### src/hw/rtl/dotq_pkg.sv
`timescale 1ns / 1ps
// ----------------------------------------------------------------------------
// dotq_pkg
// Shared types and constants of the deadline-ordered timer queue.
// ----------------------------------------------------------------------------
package dotq_pkg;

  localparam int unsigned QueueDepth = 8;
  localparam int unsigned TagBits    = 16;
  localparam int unsigned TimeBits   = 48;
  localparam int unsigned CountBits  = 4;

  typedef enum logic [1:0] {
    OpPush  = 2'd0,
    OpPop   = 2'd1,
    OpQuery = 2'd2
  } op_e;

  typedef enum logic [1:0] {
    StatEmpty   = 2'd0,
    StatDue     = 2'd1,
    StatWaiting = 2'd2
  } status_e;

  typedef struct packed {
    logic [1:0]          operation;
    logic [TimeBits-1:0] current_time;
    logic [TimeBits-1:0] deadline;
    logic [TagBits-1:0]  task_tag;
  } req_t;

  typedef struct packed {
    logic                 push_accepted;
    logic                 pop_valid;
    logic [TagBits-1:0]   popped_tag;
    logic [1:0]           idle_status;
    logic [TimeBits-1:0]  remaining_time;
    logic [CountBits-1:0] entry_count;
  } rsp_t;

  typedef struct packed {
    logic                valid;
    logic [TimeBits-1:0] deadline;
    logic [TagBits-1:0]  tag;
  } entry_t;

  typedef struct packed {
    logic                push;
    logic                pop;
    logic [TimeBits-1:0] deadline;
    logic [TagBits-1:0]  tag;
  } cell_ctrl_t;

endpackage

### src/hw/rtl/dotq_cell.sv
`timescale 1ns / 1ps
// ----------------------------------------------------------------------------
// dotq_cell
// One slot of the sorted queue. It keeps its entry, takes the new word, or
// takes the entry of its left or right neighbor.
// ----------------------------------------------------------------------------
module dotq_cell
  import dotq_pkg::*;
(
  input  logic       clk_i,
  input  logic       rst_ni,
  input  cell_ctrl_t ctrl_i,
  input  logic       stay_left_i,
  input  entry_t     left_i,
  input  entry_t     right_i,
  output logic       stay_o,
  output entry_t     entry_o
);

  entry_t entry_d;
  entry_t entry_q;

  assign stay_o = entry_q.valid && (entry_q.deadline <= ctrl_i.deadline);

  always_comb begin
    entry_d = entry_q;
    if (ctrl_i.push) begin
      if (!stay_o) begin
        if (stay_left_i) begin
          entry_d.valid    = 1'b1;
          entry_d.deadline = ctrl_i.deadline;
          entry_d.tag      = ctrl_i.tag;
        end else begin
          entry_d = left_i;
        end
      end
    end else if (ctrl_i.pop) begin
      entry_d = right_i;
    end
  end

  always_ff @(posedge clk_i or negedge rst_ni) begin
    if (!rst_ni) begin
      entry_q <= '0;
    end else begin
      entry_q <= entry_d;
    end
  end

  assign entry_o = entry_q;

endmodule

### src/hw/rtl/deadline_ordered_timer_queue_unit.sv
`timescale 1ns / 1ps
// ----------------------------------------------------------------------------
// deadline_ordered_timer_queue_unit
// Sorted deadline queue built from a row of cells, earliest deadline in
// cell zero.
//
//   Port     Dir  Handshake         Payload
//   start_i  in   start_i & !busy_o req_i (req_t)
//   done_o   out  one-cycle strobe  rsp_o (rsp_t)
//
// Each word is accepted as it arrives and its result appears on the next cycle.
// A new word may be started in every cycle; all cells compare against the
// pushed deadline in parallel, so push, pop and query need no sequential pass.
// Reset empties the queue at once; no clearing pass is needed.
// Results cannot be stalled; busy_o is never raised.
// ----------------------------------------------------------------------------
module deadline_ordered_timer_queue_unit
  import dotq_pkg::*;
(
  input  logic clk_i,
  input  logic rst_ni,
  input  logic start_i,
  output logic busy_o,
  input  req_t req_i,
  output logic done_o,
  output rsp_t rsp_o
);

  localparam int unsigned CntW = $clog2(QueueDepth + 1);

  cell_ctrl_t ctrl;
  entry_t     cells   [QueueDepth];
  logic       stay    [QueueDepth];
  logic [QueueDepth-1:0] valid_vec;

  logic [CntW-1:0] count_d, count_q;
  logic            accept, full, head_due;
  rsp_t            rsp_d, rsp_q;
  logic            done_q;

  assign busy_o = 1'b0;
  assign accept = start_i && !busy_o;
  assign full   = cells[QueueDepth-1].valid;
  assign head_due = cells[0].valid && (cells[0].deadline <= req_i.current_time);

  always_comb begin
    ctrl.push     = accept && (req_i.operation == OpPush) && !full;
    ctrl.pop      = accept && (req_i.operation == OpPop) && head_due;
    ctrl.deadline = req_i.deadline;
    ctrl.tag      = req_i.task_tag;
  end

  for (genvar i = 0; i < QueueDepth; i++) begin : g_cell
    entry_t left, right;
    logic   stay_left;
    if (i == 0) begin : g_first
      assign left      = '0;
      assign stay_left = 1'b1;
    end else begin : g_mid
      assign left      = cells[i-1];
      assign stay_left = stay[i-1];
    end
    if (i == QueueDepth - 1) begin : g_last
      assign right = '0;
    end else begin : g_inner
      assign right = cells[i+1];
    end
    dotq_cell u_cell (
      .clk_i       (clk_i),
      .rst_ni      (rst_ni),
      .ctrl_i      (ctrl),
      .stay_left_i (stay_left),
      .left_i      (left),
      .right_i     (right),
      .stay_o      (stay[i]),
      .entry_o     (cells[i])
    );
    assign valid_vec[i] = cells[i].valid;
  end

  always_comb begin
    count_d = count_q;
    if (ctrl.push) begin
      count_d = count_q + 1'b1;
    end else if (ctrl.pop) begin
      count_d = count_q - 1'b1;
    end

    rsp_d               = '0;
    rsp_d.entry_count   = CountBits'(count_d);
    case (req_i.operation)
      OpPush: begin
        rsp_d.push_accepted = !full;
      end
      OpPop: begin
        if (head_due) begin
          rsp_d.pop_valid  = 1'b1;
          rsp_d.popped_tag = cells[0].tag;
        end
      end
      OpQuery: begin
        if (!cells[0].valid) begin
          rsp_d.idle_status = StatEmpty;
        end else if (head_due) begin
          rsp_d.idle_status = StatDue;
        end else begin
          rsp_d.idle_status    = StatWaiting;
          rsp_d.remaining_time = cells[0].deadline - req_i.current_time;
        end
      end
      default: begin
      end
    endcase
  end

  always_ff @(posedge clk_i or negedge rst_ni) begin
    if (!rst_ni) begin
      count_q <= '0;
      done_q  <= 1'b0;
    end else begin
      count_q <= count_d;
      done_q  <= accept;
    end
  end

  always_ff @(posedge clk_i) begin
    if (accept) begin
      rsp_q <= rsp_d;
    end
  end

  assign done_o = done_q;
  assign rsp_o  = rsp_q;

  for (genvar i = 0; i + 1 < QueueDepth; i++) begin : g_chk
    assert property (@(posedge clk_i) disable iff (!rst_ni)
        cells[i+1].valid |-> cells[i].valid)
      else $error("Queue has a hole in its occupied cells.");
    assert property (@(posedge clk_i) disable iff (!rst_ni)
        cells[i+1].valid |-> (cells[i].deadline <= cells[i+1].deadline))
      else $error("Queue entries are out of deadline order.");
  end

  assert property (@(posedge clk_i) disable iff (!rst_ni)
      $countones(valid_vec) == int'(count_q))
    else $error("Entry count disagrees with occupied cells.");

  assert property (@(posedge clk_i) disable iff (!rst_ni)
      (accept && (req_i.operation == OpPush) && full) |=> $stable(valid_vec))
    else $error("Rejected push changed the queue.");

  assert property (@(posedge clk_i) disable iff (!rst_ni)
      ctrl.pop |-> cells[0].valid)
    else $error("Pop issued on an empty queue.");

endmodule
### config.mk
export PLATFORM = sky130hd
export DESIGN_NAME = deadline_ordered_timer_queue_unit
export DESIGN_NICKNAME = d
export VERILOG_FILES = /design/src/hw/rtl/dotq_pkg.sv /design/src/hw/rtl/dotq_cell.sv /design/src/hw/rtl/deadline_ordered_timer_queue_unit.sv
export SDC_FILE = /design/constraint.sdc
export NUM_CORES = 2
export LEC_CHECK = 0
export BUFFER_PORTS_ARGS = -buffer_cell sky130_fd_sc_hd__buf_2
export CAP_MARGIN = 20
export CELL_PAD_IN_SITES_DETAIL_PLACEMENT = 0
export CELL_PAD_IN_SITES_GLOBAL_PLACEMENT = 1
export CORE_ASPECT_RATIO = 1.2
export CORE_MARGIN = 5
export CORE_UTILIZATION = 50
export DETAILED_ROUTE_END_ITERATION = 8
export PLACE_DENSITY = 0.84
export RECOVER_POWER = 100
export SLEW_MARGIN = 20
export SYNTH_ARGS = -nofsm -noshare
export SYNTH_HDL_FRONTEND = slang
export SYNTH_HIERARCHICAL = 1
export SYNTH_SLANG_ARGS = --single-unit
### constraint.sdc
create_clock -name clk_i -period 4.4 [get_ports clk_i]
set_input_delay 0 -clock clk_i [delete_from_list [all_inputs] [get_ports clk_i]]
set_output_delay 0 -clock clk_i [all_outputs]
set_load 0.02 [all_outputs]
==> metrics.md <==
| Metric | Value |
|---|---|
| Vias per cell | `about 5.5` |
| CP Cell Sequence | `ha_1 -> a21oi_1 -> o21ai_1 -> o31ai_1 -> o31ai_1 -> a31oi_1 -> o211ai_1 -> a21oi_4 -> and2_1 -> buf_12 -> nor2_1 -> a31oi_1 -> o31a_2 -> clkbuf_1 -> mux2_1` |
| Core Region | `0.0954 mm²` |
| Total power | `33.9 mW` |
| Total gr overflow | `0` |
| Failing checks | `capacitance limit, slew limit` |
| Area Overhead vs Synth | `6.15%` |
| Fin Clk Skew | `roughly 0.033 ns` |
| Layout cells sized above 1 | `7.54%` |
| Nets@finish | `5,725` |
| Crit path to | `g_cell[3].u_cell/entry_o[39]` |
| CTS tree | `done` |
| Crit path DAT | `4.66 ns` |
| Drt pass-1 iters | `5` |
| Hold Path Origin | `req_i[109]` |
| R2R setup slack | `0.26 ns` |
| First-pass GRT wire length | `just under 200,000 µm` |
| Slowest cell delay on critical path | `roughly 0.41 ns` |
| Cell area power density | `approximately 670 mW/mm²` |
| CTS Buf Count | `70` |
| Die Wd | `293 µm` |
| Post-route ant nets | `0` |
| WS Path Type | `register to register` |
| DPL Wire Length | `90,900 µm` |
| Htree depth | `3` |
| Worst setup EP type | `register` |
| Leak pwr | `25.3 nW` |
| DR vias | `35,900` |
| Largest net degree at the start of global routing | `210` |
| Worst-path clk slew | `0.06 ns` |
| Max Fclk | `0.242 GHz` |
| Clock Latency Late Sink | `0.65 ns` |
| CP Data Required Time | `between 4 and 5 ns` |
| Antenna violations before repair | `12` |
| IO buf count | `around 190` |
| Total routed wirelength | `123,000 µm` |
| 1st-iter DRT viols | `1,937` |
| Syn avg cell area | `9.76 µm²` |
| Max clock buf depth | `3` |
| Die area | `0.102 mm²` |
| Post-CTS Resized | `0` |
| Rows | `124` |
| Worst Hold Class | `primary input to register` |
| CP Depth | `15` |
| Status | `finished, violations left` |
| Post-DR wirelength/cell | `between 15 and 20 µm` |
| Crit-path max FO | `24` |
| Synthesized area | `roughly 0.048 mm²` |
| Fin. max-slew vios | `543` |
| Cts hold-fix bufs | `31` |
| Setup TNS | `0 ns` |
| Tcrit/Tclk final | `94.1%` |
| Final Non-Filler Cells | `6,498` |
| Setup crit start kind | `register` |
| Die Ht | `350 µm` |
| Cells after Synth | `4,923` |
| CP Buf/Inv Count | `2` |
| Slew @ Worst Pin | `about 2.8 ns` |
| Capturing point of the worst reg2reg path | `g_cell[3].u_cell/entry_o[39]` |
| GP Congestion | `around 0.88` |
| Max-Cap Viols | `5` |
| Worst VDD drop | `0.000368 V` |
| GRT Util Overall | `23.3%` |
| Starting Density | `50.4%` |
| FF-to-FF Start | `g_cell[0].u_cell/entry_o[51]` |
| Dpl cells | `6,330` |
| Top Ports | `191` |
| RSZ-0062 raised after global routing | `no` |
| Critical Path Start | `g_cell[0].u_cell/entry_o[51]` |
| Clock sink count | `597` |
| Fill count | `9,058` |
| R2R cell count | `15` |
| Final Util | `53.5%` |
| Final setup viols | `0` |
| Crit-path slowest cell | `dfrtp_1` |
| Slew headroom | `-87.6%` |
| CP top delay family | `compound AO/OA/AOI/OAI gates` |
| Vias in the first global route | `36,300` |
| DRC violations left | `0` |
| Post-CTS Setup Bufs | `0` |
| Ys Warns | `6` |
| Hold Violations, Final | `0` |
| CTS Root Cell | `clkbuf_16` |
| Period minus WS final | `4.14 ns` |
-- cell type report --
class                           count  area, µm²  area share [%]
Clock inverter                     30        374           0.733
Antenna cell                       10       25.0          0.0490
Multi-Input combinational cell   3754      28000            54.9
Tap cell                         1260       1580            3.09
Sequential cell                   597      15300            30.0
Clock buffer                       97       1960            3.85
Timing Repair Buffer              303       2100            4.11
Inverter                          447       1690            3.31
-- layout by cell type, fill, tap and decap left out, drive strengths merged, types with 10 or more instances in the layout --
cell type	n
a211oi	23
a21boi	10
a21o	59
a21oi	729
a31oi	16
and2	38
and3	18
and4	26
buf	187
clkbuf	183
clkinv	17
conb	133
dfrtp	525
diode	10
dlygate4sd3	30
edfxtp	72
ha	434
inv	450
mux2	504
mux2i	522
nand2	145
nand3	65
nand4	80
nor2	611
nor2b	29
nor3	39
nor4	10
o211ai	21
o21ai	96
o21bai	10
o31a	11
o31ai	12
xnor2	20
xor2	19
-- worst min-delay path, stage by stage --
cell,delay (ns)
buf_2,0.10
inv_1,0.06
ha_1,0.20
nand2_1,0.06
mux2i_1,0.11
-- worst min-delay path by stage --
stage / end / slack (ns) / cells after the start
global placement: g_cell[7].u_cell/entry_o[52] / -0.11 / 1
CTS: rsp_o[27] / 0.0005 / 5
finish: rsp_o[49] / 0.03 / 5
detailed placement: g_cell[7].u_cell/entry_o[55] / -0.11 / 1
global route: rsp_o[10] / 0.08 / 5
floorplan: count_q[0] / -0.30 / 0
-- per-stage QoR --
step                      worst slack (ns)  hold slack, ns  instance area (µm²)
final                                0.260          0.0317                51000
after global routing                0.0426          0.0751                51000
after CTS                            0.259        0.000483                53000
after detailed placement             0.290          -0.109                50300
after global placement               0.394          -0.108                50300
after floorplan                      0.636          -0.296                48600
-- per-layer routing --
metal  vias to the layer above  global-route usage, %  part of all wire (%)
met3                       201                   2.70                   3.6
li1                      17900                      -                     -
met4                         4                   7.76                   3.0
met2                       657                   39.2                    47
met1                     17200                   31.4                    47
met5                         -                      0                 0.020
-- registers in the layout, summed over array words and instances, names as in the netlist --
signal,count
g_cell.u_cell/entry_o,520
rsp_o,72
count_q,4
done_o,1
-- power by group --
group          internal (mW)  total [mW]  leakage [nW]  switching [mW]
sequential              8.05        10.8          7.17            2.71
clock                   3.51        6.02          1.14            2.51
combinational           7.95        17.2          17.0            9.23
total                   19.5        33.9          25.3            14.4
(Power assumes the default switching activity.)
